$ cat src/design/cpu16_pkg.sv
// Types, opcodes, halt causes and micro-operation codes for the 16-bit execute core.
// Shared by the controller, the datapath and the top level; depends on nothing.
package cpu16_pkg;

    localparam int RAM_BYTES   = 65536;
    localparam int NUM_REGS    = 16;
    localparam int SCREEN_SIDE = 64;

    localparam logic [15:0] SCREEN_BASE = 16'hF000;
    localparam logic [15:0] WORD_TOP    = 16'hFFFF;
    localparam logic [16:0] ROM_MAX     = 17'h10000;

    // item kinds
    localparam logic [1:0] OP_EXEC   = 2'd0;
    localparam logic [1:0] OP_RD_RAM = 2'd1;
    localparam logic [1:0] OP_RD_REG = 2'd2;

    // instruction opcodes
    localparam logic [4:0] OPC_NOP   = 5'd0;
    localparam logic [4:0] OPC_MOV   = 5'd1;
    localparam logic [4:0] OPC_MOVI  = 5'd2;
    localparam logic [4:0] OPC_SWAP  = 5'd3;
    localparam logic [4:0] OPC_LOAD  = 5'd4;
    localparam logic [4:0] OPC_STORE = 5'd5;
    localparam logic [4:0] OPC_STI   = 5'd6;
    localparam logic [4:0] OPC_PUSH  = 5'd7;
    localparam logic [4:0] OPC_POP   = 5'd8;
    localparam logic [4:0] OPC_ADD   = 5'd9;
    localparam logic [4:0] OPC_SUB   = 5'd10;
    localparam logic [4:0] OPC_DIV   = 5'd11;
    localparam logic [4:0] OPC_MUL   = 5'd12;
    localparam logic [4:0] OPC_INC   = 5'd13;
    localparam logic [4:0] OPC_DEC   = 5'd14;
    localparam logic [4:0] OPC_JMP   = 5'd15;
    localparam logic [4:0] OPC_JZ    = 5'd16;
    localparam logic [4:0] OPC_JC    = 5'd17;
    localparam logic [4:0] OPC_JS    = 5'd18;
    localparam logic [4:0] OPC_JO    = 5'd19;
    localparam logic [4:0] OPC_CALL  = 5'd20;
    localparam logic [4:0] OPC_RET   = 5'd21;
    localparam logic [4:0] OPC_AND   = 5'd22;
    localparam logic [4:0] OPC_OR    = 5'd23;
    localparam logic [4:0] OPC_NOT   = 5'd24;
    localparam logic [4:0] OPC_XOR   = 5'd25;
    localparam logic [4:0] OPC_SHL   = 5'd26;
    localparam logic [4:0] OPC_SHR   = 5'd27;
    localparam logic [4:0] OPC_CLS   = 5'd28;
    localparam logic [4:0] OPC_PLOT  = 5'd29;
    localparam logic [4:0] OPC_HALT  = 5'd30;

    // halt causes
    localparam logic [2:0] CAUSE_NONE       = 3'd0;
    localparam logic [2:0] CAUSE_HALT       = 3'd1;
    localparam logic [2:0] CAUSE_BAD_OPC    = 3'd2;
    localparam logic [2:0] CAUSE_PAST_ROM   = 3'd3;
    localparam logic [2:0] CAUSE_STK_EMPTY  = 3'd4;
    localparam logic [2:0] CAUSE_DIV_ZERO   = 3'd5;
    localparam logic [2:0] CAUSE_RAM_TOP    = 3'd6;
    localparam logic [2:0] CAUSE_STK_FULL   = 3'd7;

    // flag bit positions
    localparam int FLAG_Z = 0;
    localparam int FLAG_S = 1;
    localparam int FLAG_C = 2;
    localparam int FLAG_V = 3;

    typedef enum logic [5:0] {
        U_NONE, U_CAPTURE, U_INIT_CLR, U_RD_RAM, U_RD_REG, U_RD_LATCH,
        U_HALT_ROM, U_START, U_GET_A, U_GET_B, U_IMM_A, U_IMM_B, U_IMM_T,
        U_MOV_T, U_WR_RB_A, U_WR_RA_B, U_WR_RA_T, U_LD_HI, U_LD_LO, U_LD_WR,
        U_ST_HI, U_ST_LO, U_PUSH, U_POP, U_POP_WR, U_RET_WR, U_ALU,
        U_DIV_START, U_DIV_STEP, U_DIV_END, U_JUMP, U_CALL, U_CNT_CLR, U_CLS,
        U_PLOT, U_FAULT, U_FINISH, U_OUT
    } t_uop;

    typedef struct packed {
        logic [1:0]  op;
        logic [15:0] instr_word;
        logic [15:0] imm_first;
        logic [15:0] imm_second;
        logic [15:0] imm_third;
        logic [15:0] read_index;
    } t_in;

    typedef struct packed {
        logic [15:0] next_pc;
        logic [15:0] acc_value;
        logic        zero_flag;
        logic        sign_flag;
        logic        carry_flag;
        logic        overflow_flag;
        logic        halted;
        logic [2:0]  halt_cause;
        logic [15:0] read_data;
    } t_out;

    typedef struct packed {
        logic in_ready;
        t_uop uop;
    } t_cmd;

    typedef struct packed {
        logic [1:0] op;
        logic [4:0] opcode;
        logic       ra_zero;
        logic       rb_zero;
        logic       halted;
        logic       past_rom;
        logic       cond_true;
        logic       b_zero;
        logic       init_last;
        logic       scr_last;
        logic       div_last;
        logic       out_busy;
    } t_status;

endpackage

$ cat src/design/cpu16_ctrl.sv
// Sequencer of the execute core: walks each item through its micro-operations.
// Depends on cpu16_pkg; talks to cpu16_dpath through t_cmd and t_status.
module cpu16_ctrl (
    input  logic                i_clk,
    input  logic                i_rst_n,
    input  logic                i_in_valid,
    input  cpu16_pkg::t_status  i_status,
    output cpu16_pkg::t_cmd     o_cmd
);
    import cpu16_pkg::*;

    typedef enum logic [5:0] {
        S_INIT, S_IDLE, S_DISP, S_RDLATCH, S_GETA, S_GETB, S_DEC,
        S_IMMA, S_IMMB, S_IMMT, S_MOVT, S_WRRBA, S_WRRAB, S_WRRAT,
        S_LDHI, S_LDLO, S_LDWR, S_STHI, S_STLO, S_PUSH, S_POP, S_POPWR,
        S_RETWR, S_ALU, S_DIVST, S_DIVSTEP, S_DIVEND, S_JMP, S_CALL,
        S_CLSINIT, S_CLS, S_PLOT, S_FAULT, S_FIN, S_OUT
    } t_state;

    t_state r_state;
    t_state n_state;
    t_uop   n_uop;
    logic   n_ready;
    logic [4:0] opc;

    assign opc = i_status.opcode;

    always_comb begin
        n_state = r_state;
        n_uop   = U_NONE;
        n_ready = 1'b0;
        case (r_state)
            S_INIT: begin
                n_uop = U_INIT_CLR;
                if (i_status.init_last) n_state = S_IDLE;
            end
            S_IDLE: begin
                n_ready = 1'b1;
                if (i_in_valid) begin
                    n_uop   = U_CAPTURE;
                    n_state = S_DISP;
                end
            end
            S_DISP: begin
                case (i_status.op)
                    OP_EXEC: begin
                        if (i_status.halted) begin
                            n_state = S_OUT;
                        end else if (i_status.past_rom) begin
                            n_uop   = U_HALT_ROM;
                            n_state = S_OUT;
                        end else begin
                            n_uop   = U_START;
                            n_state = S_GETA;
                        end
                    end
                    OP_RD_RAM: begin
                        n_uop   = U_RD_RAM;
                        n_state = S_RDLATCH;
                    end
                    OP_RD_REG: begin
                        n_uop   = U_RD_REG;
                        n_state = S_RDLATCH;
                    end
                    default: n_state = S_OUT;
                endcase
            end
            S_RDLATCH: begin
                n_uop   = U_RD_LATCH;
                n_state = S_OUT;
            end
            S_GETA: begin
                n_uop   = U_GET_A;
                n_state = S_GETB;
            end
            S_GETB: begin
                n_uop   = U_GET_B;
                n_state = S_DEC;
            end
            S_DEC: begin
                case (opc)
                    OPC_NOP:  n_state = S_FIN;
                    OPC_MOV:  n_state = S_WRRBA;
                    OPC_MOVI: n_state = S_IMMT;
                    OPC_SWAP: n_state = S_WRRAB;
                    OPC_LOAD, OPC_STORE:
                        n_state = i_status.rb_zero ? S_IMMT : S_MOVT;
                    OPC_STI:  n_state = S_IMMA;
                    OPC_PUSH: n_state = S_PUSH;
                    OPC_POP, OPC_RET: n_state = S_POP;
                    OPC_ADD, OPC_SUB, OPC_MUL:
                        n_state = i_status.rb_zero ? S_IMMB : S_ALU;
                    OPC_DIV:  n_state = i_status.rb_zero ? S_IMMB : S_DIVST;
                    OPC_INC, OPC_DEC, OPC_AND, OPC_OR, OPC_NOT, OPC_XOR,
                    OPC_SHL, OPC_SHR: n_state = S_ALU;
                    OPC_JMP:  n_state = S_JMP;
                    OPC_JZ, OPC_JC, OPC_JS, OPC_JO:
                        n_state = i_status.cond_true ? S_JMP : S_FIN;
                    OPC_CALL: n_state = S_IMMT;
                    OPC_CLS:  n_state = S_CLSINIT;
                    OPC_PLOT: n_state = i_status.ra_zero ? S_IMMA :
                                        (i_status.rb_zero ? S_IMMB : S_IMMT);
                    default:  n_state = S_FAULT;
                endcase
            end
            S_IMMA: begin
                n_uop = U_IMM_A;
                if (opc == OPC_PLOT && i_status.rb_zero) n_state = S_IMMB;
                else n_state = S_IMMT;
            end
            S_IMMB: begin
                n_uop = U_IMM_B;
                case (opc)
                    OPC_DIV:  n_state = S_DIVST;
                    OPC_PLOT: n_state = S_IMMT;
                    default:  n_state = S_ALU;
                endcase
            end
            S_IMMT: begin
                n_uop = U_IMM_T;
                case (opc)
                    OPC_MOVI:           n_state = S_WRRAT;
                    OPC_LOAD:           n_state = S_LDHI;
                    OPC_STORE, OPC_STI: n_state = S_STHI;
                    OPC_CALL:           n_state = S_CALL;
                    default:            n_state = S_PLOT;
                endcase
            end
            S_MOVT: begin
                n_uop   = U_MOV_T;
                n_state = (opc == OPC_LOAD) ? S_LDHI : S_STHI;
            end
            S_WRRAB: begin
                n_uop   = U_WR_RA_B;
                n_state = S_WRRBA;
            end
            S_WRRBA: begin
                n_uop   = U_WR_RB_A;
                n_state = S_FIN;
            end
            S_WRRAT: begin
                n_uop   = U_WR_RA_T;
                n_state = S_FIN;
            end
            S_LDHI: begin
                n_uop   = U_LD_HI;
                n_state = S_LDLO;
            end
            S_LDLO: begin
                n_uop   = U_LD_LO;
                n_state = S_LDWR;
            end
            S_LDWR: begin
                n_uop   = U_LD_WR;
                n_state = S_FIN;
            end
            S_STHI: begin
                n_uop   = U_ST_HI;
                n_state = S_STLO;
            end
            S_STLO: begin
                n_uop   = U_ST_LO;
                n_state = S_FIN;
            end
            S_PUSH: begin
                n_uop   = U_PUSH;
                n_state = S_FIN;
            end
            S_POP: begin
                n_uop   = U_POP;
                n_state = (opc == OPC_RET) ? S_RETWR : S_POPWR;
            end
            S_POPWR: begin
                n_uop   = U_POP_WR;
                n_state = S_FIN;
            end
            S_RETWR: begin
                n_uop   = U_RET_WR;
                n_state = S_FIN;
            end
            S_ALU: begin
                n_uop   = U_ALU;
                n_state = S_FIN;
            end
            S_DIVST: begin
                n_uop   = U_DIV_START;
                n_state = i_status.b_zero ? S_FIN : S_DIVSTEP;
            end
            S_DIVSTEP: begin
                n_uop = U_DIV_STEP;
                if (i_status.div_last) n_state = S_DIVEND;
            end
            S_DIVEND: begin
                n_uop   = U_DIV_END;
                n_state = S_FIN;
            end
            S_JMP: begin
                n_uop   = U_JUMP;
                n_state = S_FIN;
            end
            S_CALL: begin
                n_uop   = U_CALL;
                n_state = S_FIN;
            end
            S_CLSINIT: begin
                n_uop   = U_CNT_CLR;
                n_state = S_CLS;
            end
            S_CLS: begin
                n_uop = U_CLS;
                if (i_status.scr_last) n_state = S_FIN;
            end
            S_PLOT: begin
                n_uop   = U_PLOT;
                n_state = S_FIN;
            end
            S_FAULT: begin
                n_uop   = U_FAULT;
                n_state = S_FIN;
            end
            S_FIN: begin
                n_uop   = U_FINISH;
                n_state = S_OUT;
            end
            S_OUT: begin
                if (!i_status.out_busy) begin
                    n_uop   = U_OUT;
                    n_state = S_IDLE;
                end
            end
            default: n_state = S_IDLE;
        endcase
    end

    always_ff @(posedge i_clk) begin
        if (!i_rst_n) begin
            r_state <= S_INIT;
        end else begin
            r_state <= n_state;
        end
    end

    assign o_cmd.in_ready = n_ready;
    assign o_cmd.uop      = n_uop;
endmodule

$ cat config.mk
export PLATFORM = sky130hd
export DESIGN_NAME = cpu16_ctrl
export DESIGN_NICKNAME = d
export VERILOG_FILES = /design/src/design/cpu16_pkg.sv /design/src/design/cpu16_ctrl.sv
export SDC_FILE = /design/constraint.sdc
export NUM_CORES = 1
export LEC_CHECK = 0
export ABC_AREA = 1
export BUFFER_PORTS_ARGS = -buffer_cell sky130_fd_sc_hd__buf_2
export CAP_MARGIN = 20
export CELL_PAD_IN_SITES_DETAIL_PLACEMENT = 0
export CELL_PAD_IN_SITES_GLOBAL_PLACEMENT = 1
export CORE_MARGIN = 2
export CORE_UTILIZATION = 37
export DETAILED_ROUTE_END_ITERATION = 8
export GPL_TIMING_DRIVEN = 0
export PLACE_DENSITY = 0.85
export SETUP_SLACK_MARGIN = 0.4
export SLEW_MARGIN = 20
export SYNTH_ARGS = -nofsm -noshare
export SYNTH_HDL_FRONTEND = slang
export SYNTH_SLANG_ARGS = --single-unit
$ cat constraint.sdc
create_clock -name i_clk -period 2 [get_ports i_clk]
set_clock_uncertainty 0.2 [all_clocks]
set_input_delay 0.1 -clock i_clk [delete_from_list [all_inputs] [get_ports i_clk]]
set_output_delay 0.1 -clock i_clk [all_outputs]
set_load 0.05 [all_outputs]
Word-level counts from Yosys, hierarchy flattened
Index checks and enable logic that the tools add are counted.

Register bits: 6. Latch bits: 0. Bits in writable memories: 0. Memory bits (read-only): 0. Output and inout bits: 7. Word-level logic and storage cells: 115. Memories: 0.

Add/sub/neg operators: 0. Multiply operators: 0. Div/mod/pow operators: 0. $lt $le $gt $ge: 0. Eq/ne operators: 70. Shift-type cells: 0. Mux-type cells: 29. Bitwise operators: 0. Reduce and logical (&&, ||, !) cells: 15.

Operators with widths (number): $pmux 6 s34 (1); $pmux 6 s22 (1); $eq 6x5->1 const B (16); $pmux 6 s15 (1); $eq 5x5->1 const B (14); $mux 6 (10); $eq 6x4->1 const B (8); $eq 5x4->1 const B (8); $eq 6x3->1 const B (4); $eq 5x3->1 const B (4); $pmux 5 s4 (1); $eq 6x6->1 const B (3); $mux 5 (3); $reduce_or 13->1 (1); $eq 6x2->1 const B (2); $pmux 6 s2 (1); $reduce_or 2->1 (6); $eq 5x2->1 const B (2); $ne 2x2->1 const B (5); $pmux 5 s2 (1); $pmux 3 s3 (1); $reduce_or 8->1 (1); $eq 6x1->1 const B (1); $logic_not 6->1 (1); other kinds (13) (18).

Logic depth before layout (Yosys ltp)
Gate-level depths: netlist of the first run.

Depth after elaboration: 4. Mapped depth: 15. Mapped depth without buffers: 15.

Least setup slack after synthesis of the first run
OpenSTA, ideal clock, no wires.

Path type: flip-flop to output port. Start point: register r_state[0]. End point: output o_cmd[0] (netlist name). Arrival time: 1.682 ns. Path slack: 0.018 ns. Cell stages (with the launch flop): 5. Buffers on the path: 0. Cell sequence: dfxtp_1 inv_1 nor3_2 nand2_1 o2111ai_1.

RTL lines: start, declared (RTL line cpu16_ctrl.sv:20) `t_state r_state;`; start signal, assigned (RTL line cpu16_ctrl.sv:239) `r_state <= n_state;`; end, declared (RTL line cpu16_ctrl.sv:8) `output cpu16_pkg::t_cmd o_cmd`.

==> impl_metrics.yaml, run 1 <==
layout:
  finish.utilization_pct: 57.2
  largest_reg_flops: 6
  multi_input_area_mm2: 0.00167
  fillers: 440
  fin_cells: 447
  top_register: "r_state"
  layout.nets: 419
  reg_top3: "r_state x6"
  fin_area_mm2: 0.00251
  syn2layout_area_growth_pct: 47.9
  antenna_cells: 0
  register_area_um2: 143
  drive_above_1_share_pct: 36.2
setup_path:
  critical_path.max_fanout: 4
  cp.arrival_ns: 1.72
  cp-end-kind: "output pin"
  critPathKind: "reg -> out"
  r2r-start: "r_state[3]"
  cp.required_ns: 1.70
  critPathLaunch: "r_state[3]"
  start_kind: "flop"
timing:
  worstMarginPinSlew_ns: 0.356
  fin_crit_sh_pct: 101
  grt_setup_unrepaired: "yes"
  fin_setup_tns_ns: -0.0272
  period_needed_ns: 2.02
  max_freq_ghz: 0.495
  hold_viol_final: 0
  worst_slack_ns: -0.0221
  setup_viol_count_final: 2
  max-slew-margin-rel_pct: 76.2
  finalMaxSlewViolations: 0
power:
  power_density_mw_per_mm2: 731
  p_leak_uw: 0.00136
  peakVddDrop_v: 0.000721
yosys:
  ys_seq_area_share_pct: 7.08
  synth_area_mm2: 0.00170
  synth_top_area_cell: "nand2_1"
  syn_inst: 349
  synth.net_count: 371
  yosys.cell_types.count: 30
  synth.area.top_cells: "nand2_1, nand3_1, nor2_1"
  yosys_warnings: 0
  avgSynthCellArea_um2: 4.86
  ys_ff_latch: 6
  yosys.area.top_type_share_pct: 21.9
grt:
  grt_pass1_vias: 2285
  grt_pass1_wl_mm: 10.3
  antenna_found_initial: 0
  grt_overflow: 0
  grtUsageTotal_pct: 24.7
  grt_max_degree: 11
clock_tree:
  root_buffer: "clkbuf_8"
  tritoncts: "built"
  cts.clk_slew.worst_paths_ns: 0.04
  clk_path_buf_depth: 2
  clkSinkCount: 6
  clk_latency_ns: 0.22
  ctsHtreeMaxLevel: 1
  cts-buffers-inserted: 3
route:
  met3_length_um: 338
  met2_length_mm: 3.18
  drt_iter0_drc: 175
  routedWlPerCell_um: 14.6
  drcViolationCount: 0
  dr_total_vias: 2497
  wl_met1_mm: 2.77
  wirelength_mm: 6.54
  firstDrtPassIters: 5
  highest_layer: "met4"
  ant_nets: 0
  via_per_inst: 5.59
floorplan:
  initial_core_util_pct: 38.7
  die-width_um: 71.7
  dieArea_mm2: 0.00514
  rows: 24
  io-pin-count: 27
  core_mm2: 0.00438
  die_y_um: 71.7
placement:
  place_congestion: 0.999
  io_buffer_count: 25
  dp_hpwl_mm: 4.96
  placed_cells: 426
  place_area_mm2: 0.00195
run_status:
  violations: "setup timing"
  run_status: "finished with violations"
run:
  drv_cap: 0
min_path:
  hp-class: "in -> reg"
  min_from: "i_status[0]"
==> final cells by class <==
class / count / area share, %
inverter: 49 / 7.48
multi-input combinational: 289 / 66.7
tap: 52 / 2.59
timing repair buffer: 43 / 14.0
buffer: 5 / 1.95
clock buffer: 3 / 1.65
sequential: 6 / 5.69
==> cells in the final DEF, fill, tap and decap left out, drive strengths merged, types with 2 or more instances in the layout <==
cell	instances
buf	47
nor2	70
inv	48
nand3b	4
o21a	2
o21ai	9
nand3	62
nor3b	2
ha	2
clkbuf	3
nor3	11
a21oi	11
nand4	9
dfxtp	6
nand2	100
==> cells by family (layout without fill, tap and decap cells) <==
group	Yosys count	after routing	synth area share, %
adders and majority gates	2	2	1.47
AOI/OAI and AO/OA	26	26	8.70
DFF	6	6	7.08
buffers and inverters	54	100	13.3
and+or+nand+nor	261	261	69.5
==> cells in the mapped netlist <==
cell type  count
o2111ai_1      1
nand3_1       61
buf_4          4
buf_6          1
o21ai_2        1
and3_1         1
o22ai_1        1
nor2_4         3
a21oi_1       11
nand2_1       99
nand2_2        1
nor2_1        61
nand3_2        1
inv_2          6
nor3b_1        2
o21ai_1        3
a31oi_1        1
o211ai_1       1
nor3_1         9
o21a_1         2
nand3b_1       4
nor2_2         6
o21ai_0        5
inv_1         43
nor4_1         1
ha_1           2
or2_1          1
dfxtp_1        6
nand4_1        9
nor3_2         2
==> power breakdown <==
group | internal [µW] | switching (µW) | total, µW | leakage (µW)
registers | 155 | 52.6 | 207 | 0.0000533
clock network | 129 | 48.6 | 178 | 0.0000216
logic | 553 | 896 | 1450 | 0.00128
total | 836 | 997 | 1830 | 0.00136
==> per-layer routing <==
layer	vias up	global-route usage [%]
met3	35	4.36
met4	0	7.13
li1	1243	-
met2	113	43.3
met5	-	0
met1	1106	30.9
==> final timing paths <==
check | end | slack (ns) | cells after the start
setup reg to reg | r_state[4] | 0.07 | 12
hold / removal | r_state[5] | 0.05 | 3
setup / recovery | o_cmd[4] | -0.02 | 8
hold reg to reg | r_state[1] | 0.34 | 2
==> worst max-delay path, stage by stage (launching register included) <==
cell        delay (ns)
dfxtp_4           0.36
clkinvlp_4        0.13
nand2_2           0.08
nor3_4            0.31
nand2_2           0.13
buf_4             0.15
nand4_1           0.06
nand3b_1          0.12
buf_6             0.16
==> through the flow <==
step / power (µW) / hold slack (ns) / worst slack, ns
finish: 1830 / 0.0460 / -0.0221
global route: 1950 / 0.0725 / -0.106
detailed placement: 1240 / 0.110 / -0.0580
global placement: 1250 / 0.0971 / -0.0576
CTS: 1710 / 0.0155 / 0.0195
floorplan: 998 / -0.00241 / 0.233
==> repair_timing <==
| action | CTS | global route |
|---|---|---|
| pin swaps | 9 | 10 |
| hold endpoints to repair | 2 | 0 |
| hold buffers | 1 | 0 |
| endpoints found under the setup margin | 13 | 13 |
| gates resized for setup | 57 | 40 |
| setup buffers | 10 | 7 |
Power figures use the tool's default switching activity.
==> inputs of run 2 (changes only) <==
CORE_ASPECT_RATIO = 1.5   (was default)
==> run 2 against run 1 <==
Compared with the run above: the flow still finishes with violations (setup timing); register-to-register slack about the same; non-clock buffer count up 2; clock-buffer cell count unchanged; via count down 1.1%; setup slack better by 0.014 ns; total power up 15%; cell count down 0.45%; combinational power up 18%; final area up 5.8%; highest routed layer unchanged.
==> impl_metrics.yaml, run 2 (synthesis results as in run 1) <==
power:
  p_leak_uw: 0.00138
  pwr-share-clk_pct: 9.1
  seq_power_share_pct: 9.9
  power_frac_comb_pct: 81.0
  p_int_uw: 968
  power_density_mw_per_mm2: 793
  switchingPower_uw: 1140
  switching_share_pct: 54.0
  peakVddDrop_v: 0.000322
  power.total_uw: 2110
route:
  via_per_inst: 5.55
  dr_total_vias: 2470
  drt_iter0_drc: 203
  drcViolationCount: 0
  ant_nets: 0
  wirelength_mm: 6.92
  firstDrtPassIters: 5
  routedWlPerCell_um: 15.6
layout:
  syn2layout_area_growth_pct: 56.5
  antenna_cells: 0
  drive_above_1_share_pct: 39.5
  final_common_cell: "nand2_1"
  reg_top3: "r_state x6"
  layout.nets: 421
  layout_common_cells: "nand2_1, nor2_1, nand3_1"
  largest_reg_flops: 6
  top_register: "r_state"
run_status:
  run_status: "finished with violations"
  violations: "setup timing"
clock_tree:
  clk_latency_ns: 0.23
  ctsHtreeMaxLevel: 1
  clk_path_buf_depth: 2
  cts.clk_slew.worst_paths_ns: 0.04
  clkSinkCount: 6
  cts-buffers-inserted: 3
  tritoncts: "built"
  root_buffer: "clkbuf_8"
floorplan:
  rows: 30
  initial_core_util_pct: 38.0
  core_mm2: 0.00447
  die-width_um: 59.3
  dieArea_mm2: 0.00515
  die_y_um: 86.9
  io-pin-count: 27
setup_path:
  cp.required_ns: 1.70
  ff2ff_path_depth: 12
  critPathKind: "reg -> out"
  timing.rr.end: "r_state[0]"
  cp-end-kind: "output pin"
  critPathBufInv: 4
  path_cells: "inv_2, nor2_4, buf_4, nand3_2, nand2_2, inv_2, nand2_2, nor3_2, o2111ai_2, buf_6"
  cpPeakStageDelay_ns: 0.36
  r2r_setup_slack_ns: 0.06
  r2r-start: "r_state[3]"
  critical_path.max_fanout: 5
  cp.arrival_ns: 1.71
  crit_family: "simple AND/OR/NAND/NOR gates"
  slowest_stage: "dfxtp_4"
  start_kind: "flop"
min_path:
  worstHoldPathCells: 8
  worstHoldEndpoint: "r_state[5]"
  hp-class: "in -> reg"
  min_from: "i_status[5]"
timing:
  worst_slack_ns: -0.00782
  period_needed_ns: 2.01
  grt_setup_unrepaired: "yes"
  worstMarginPinSlew_ns: 0.398
  max_freq_ghz: 0.498
  setup_viol_count_final: 1
  fin_crit_sh_pct: 100
  finalMaxSlewViolations: 0
  max-slew-margin-rel_pct: 73.4
  hold_viol_final: 0
placement:
  dp_hpwl_mm: 5.08
  dp_slack_ns: -0.0764
  place_congestion: 1.04
  io_buffer_count: 25
grt:
  grt_overflow: 0
  grtUsageTotal_pct: 26.1
  antenna_found_initial: 0
  grt_max_degree: 11
  grt_pass1_wl_mm: 10.4
  grt_pass1_vias: 2324
run:
  drv_cap: 0
[run 2: changes by cell type in the layout (fill, tap and decap cells not counted), sizes merged]
cell and delta:
clkinvlp +1, buf +1, dlygate4sd3 +1, inv -1
[run 2: worst reg2reg max path, stage by stage, from the launching register on]
cell        delay, ns
dfxtp_4          0.39
clkinvlp_4       0.16
nor2_4           0.15
buf_12           0.15
nand3_4          0.15
nand2_2          0.10
nor2_1           0.04
nand3_1          0.10
nor3_2           0.06
nand2_1          0.07
nand4_1          0.11
nand2_1          0.10
inv_1            0.05
[run 2: power groups by stage]
stage / combinational, µW / sequential, µW / clock [µW]
final: 1710 / 208 / 192
after global routing: 1800 / 212 / 197
after CTS: 1250 / 194 / 190
after detailed placement: 1060 / 199 / 0
after global placement: 1060 / 198 / 0
after floorplan: 805 / 193 / 0
[run 2: cell type report]
class | instances | area (µm²)
fill | 432 | 1810
multi-input combinational | 289 | 1770
timing repair buffer | 45 | 405
inverter | 49 | 194
sequential | 6 | 140
tap | 48 | 60.1
buffer | 5 | 48.8
clock buffer | 3 | 41.3
[run 2: worst max-delay path by stage]
stage / from / endpoint / slack (ns) / cells after the start
2_1_floorplan: r_state[1] / o_cmd[2] / 0.23 / 8
5_1_grt: r_state[3] / o_cmd[0] / -0.09 / 8
6_report: r_state[1] / o_cmd[0] / -0.008 / 10
3_3_place_gp: r_state[3] / r_state[0] / -0.08 / 11
4_1_cts: r_state[3] / o_cmd[0] / 0.06 / 9
3_5_place_dp: r_state[3] / r_state[0] / -0.08 / 11
[run 2: per-stage QoR]
stage / TNS [ns] / instances / hold WS [ns] / utilization, % / cell area (µm²)
finish: -0.00782 / 445 / 0.167 / 59.4 / 2660
global route: -0.186 / 445 / 0.218 / 59.4 / 2660
CTS: 0 / 435 / 0.163 / 49.9 / 2230
detailed placement: -0.135 / 422 / 0.108 / 43.6 / 1950
global placement: -0.196 / 422 / 0.110 / 43.6 / 1950
floorplan: 0 / 349 / -0.00241 / - / 1760
[run 2: layer usage]
metal	vias to the layer above	part of all wire (%)	GRT usage (%)
met5	-	0	0
met4	0	3.8	12.8
met3	21	4.4	1.93
met2	100	56	49.1
met1	1116	36	27.9
li1	1233	-	-
[run 2: what timing repair did]
action                                  CTS  global route
endpoints found under the setup margin   13            13
hold buffers                              2             0
gates resized for setup                  40            77
setup buffers                             8            10
pin swaps                                 8            40
gates cloned                              0             0
hold endpoints to repair                  5             0
==> inputs of run 3 (changes only) <==
CORE_ASPECT_RATIO = default   (was 1.5)
GPL_TIMING_DRIVEN = 1   (was 0)
MAX_ROUTING_LAYER = met4   (was default)
==> run 3 against run 2 <==
Compared with the run above: utilization up 5.0 points; clock-buffer cell count up 1; final area up 6.4%; sequential power up 2%; setup slack worse by 0.11 ns; global-route usage up 2.9 points; cell count up 4.9%; the flow finishes with violations (hold timing, setup timing); non-clock buffer count up 17; flip-flop and latch count unchanged; critical endpoint is now o_cmd[2]; worst hold slack worse by 0.19 ns; sequential share of layout area down 0.23 points.
==> impl_metrics.yaml, run 3 (synthesis results as in run 1) <==
run_status:
  run_status: "finished with violations"
  violations: "hold timing, setup timing"
clock_tree:
  clk_path_buf_depth: 2
  clk_latency_ns: 0.23
  cts-buffers-inserted: 3
  tritoncts: "built"
  root_buffer: "clkbuf_8"
  cts_hold_buf: 1
  ctsHtreeMaxLevel: 1
  cts.clk_slew.worst_paths_ns: 0.04
  clkSinkCount: 6
layout:
  layout_common_cells: "nand2_1, nor2_1, nand3_1"
  reg_top3: "r_state x6"
  final_common_cell: "nand2_1"
  fin_area_mm2: 0.00282
  layout.nets: 438
  syn2layout_area_growth_pct: 66.4
  top_register: "r_state"
  largest_reg_flops: 6
  drive_above_1_share_pct: 41.4
  fillers: 380
  antenna_cells: 0
grt:
  grt_pass1_vias: 2481
  grt_max_degree: 16
  grtUsageTotal_pct: 29.0
  grt_overflow: 0
  antenna_found_initial: 0
  grt_pass1_wl_mm: 11.6
floorplan:
  die-width_um: 71.7
  initial_core_util_pct: 38.7
  die_y_um: 71.7
  rows: 24
  dieArea_mm2: 0.00514
  core_mm2: 0.00438
  io-pin-count: 27
route:
  via_per_inst: 5.72
  drt_iter0_drc: 189
  wirelength_mm: 7.67
  routedWlPerCell_um: 16.4
  drcViolationCount: 0
  dr_total_vias: 2670
  firstDrtPassIters: 7
  ant_nets: 0
setup_path:
  critPathLaunch: "r_state[4]"
  r2r-start: "r_state[3]"
  cp.arrival_ns: 1.82
  cpPeakStageDelay_ns: 0.36
  slowest_stage: "dfxtp_4"
  crit_family: "buffers and inverters"
  start_kind: "flop"
  cp.required_ns: 1.70
  critPathBufInv: 5
  cp-end-kind: "output pin"
  path_cells: "inv_4, nor2_4, buf_12, buf_6, nand2_2, nand2_2, inv_2, nand3_2, a31oi_1, nand4_1, buf_6"
  critPathKind: "reg -> out"
  critical_path.max_fanout: 5
min_path:
  min_from: "i_status[0]"
  hp-class: "in -> reg"
timing:
  max-slew-margin-rel_pct: 76.2
  fin_crit_sh_pct: 106
  period_needed_ns: 2.12
  max_freq_ghz: 0.471
  hold-worst-slack_ns: -0.0209
  worst_slack_ns: -0.121
  setup_viol_count_final: 4
  hold_viol_final: 1
  worstMarginPinSlew_ns: 0.356
  grt_setup_unrepaired: "yes"
  finalMaxSlewViolations: 0
power:
  p_leak_uw: 0.00153
  power_density_mw_per_mm2: 716
  peakVddDrop_v: 0.000423
placement:
  dp_hpwl_mm: 5.09
  dp_slack_ns: -0.00621
  place_congestion: 1.03
  io_buffer_count: 26
  place_area_mm2: 0.00201
run:
  drv_cap: 0
==> run 3: changes by cell type in the layout (fill, tap and decap cells not counted), sizes merged <==
| cell | delta |
|---|---|
| clkinvlp | -2 |
| clkbuf | +1 |
| buf | +18 |
| inv | +2 |
| dlygate4sd3 | -1 |
==> run 3: path summary, 6_finish.rpt <==
path / to / slack [ns] / depth (start not counted)
hold / removal: r_state[5] / -0.02 / 3
setup / recovery: o_cmd[2] / -0.12 / 11
setup reg to reg: r_state[0] / 0 / 13
hold reg to reg: r_state[1] / 0.35 / 2
==> run 3: per-stage QoR <==
step	std cells	util [%]	power, µW	TNS [ns]	hold WS [ns]
floorplan	349	-	998	0	-0.00241
detailed placement	433	45.8	1290	-0.00621	0.133
global route	467	64.4	2130	-0.466	-0.00969
finish	467	64.4	2020	-0.213	-0.0209
global placement	433	45.8	1300	-0.0597	0.129
CTS	462	58.9	1810	0	-0.0243
==> run 3: timing repair <==
action,4_1_cts,5_1_grt
pin swaps,23,21
hold endpoints to repair,3,1
gates resized for setup,80,45
setup buffers,23,5
setup endpoints to repair,13,13
gates cloned,1,0
==> run 3: metal layers <==
metal  global-route usage, %  vias to the layer above  part of all wire, %
met5                       -                        -                    0
met4                    10.7                        0                  5.1
met3                    3.80                       52                  6.7
met2                    51.3                      151                   50
met1                    33.1                     1193                   38
li1                        -                     1274                    -
==> run 3: final cells by class <==
type	count	area [µm²]	share of cell area, %
multi-input cells	289	1780	63.0
repair buffers	67	596	21.1
inverters	49	196	6.96
flip-flops and latches	6	143	5.05
well taps	52	65.1	2.30
clock buffers	4	45.0	1.60
==> run 3: tightest hold or removal path, cell delays in order <==
cell,delay [ns]
buf_2,0.11
nand3_2,0.09
a21oi_1,0.06
==> run 3: power breakdown <==
group          internal, µW  switching (µW)
Sequential              155            57.0
Combinational           612            1000
Clock                   138            59.9
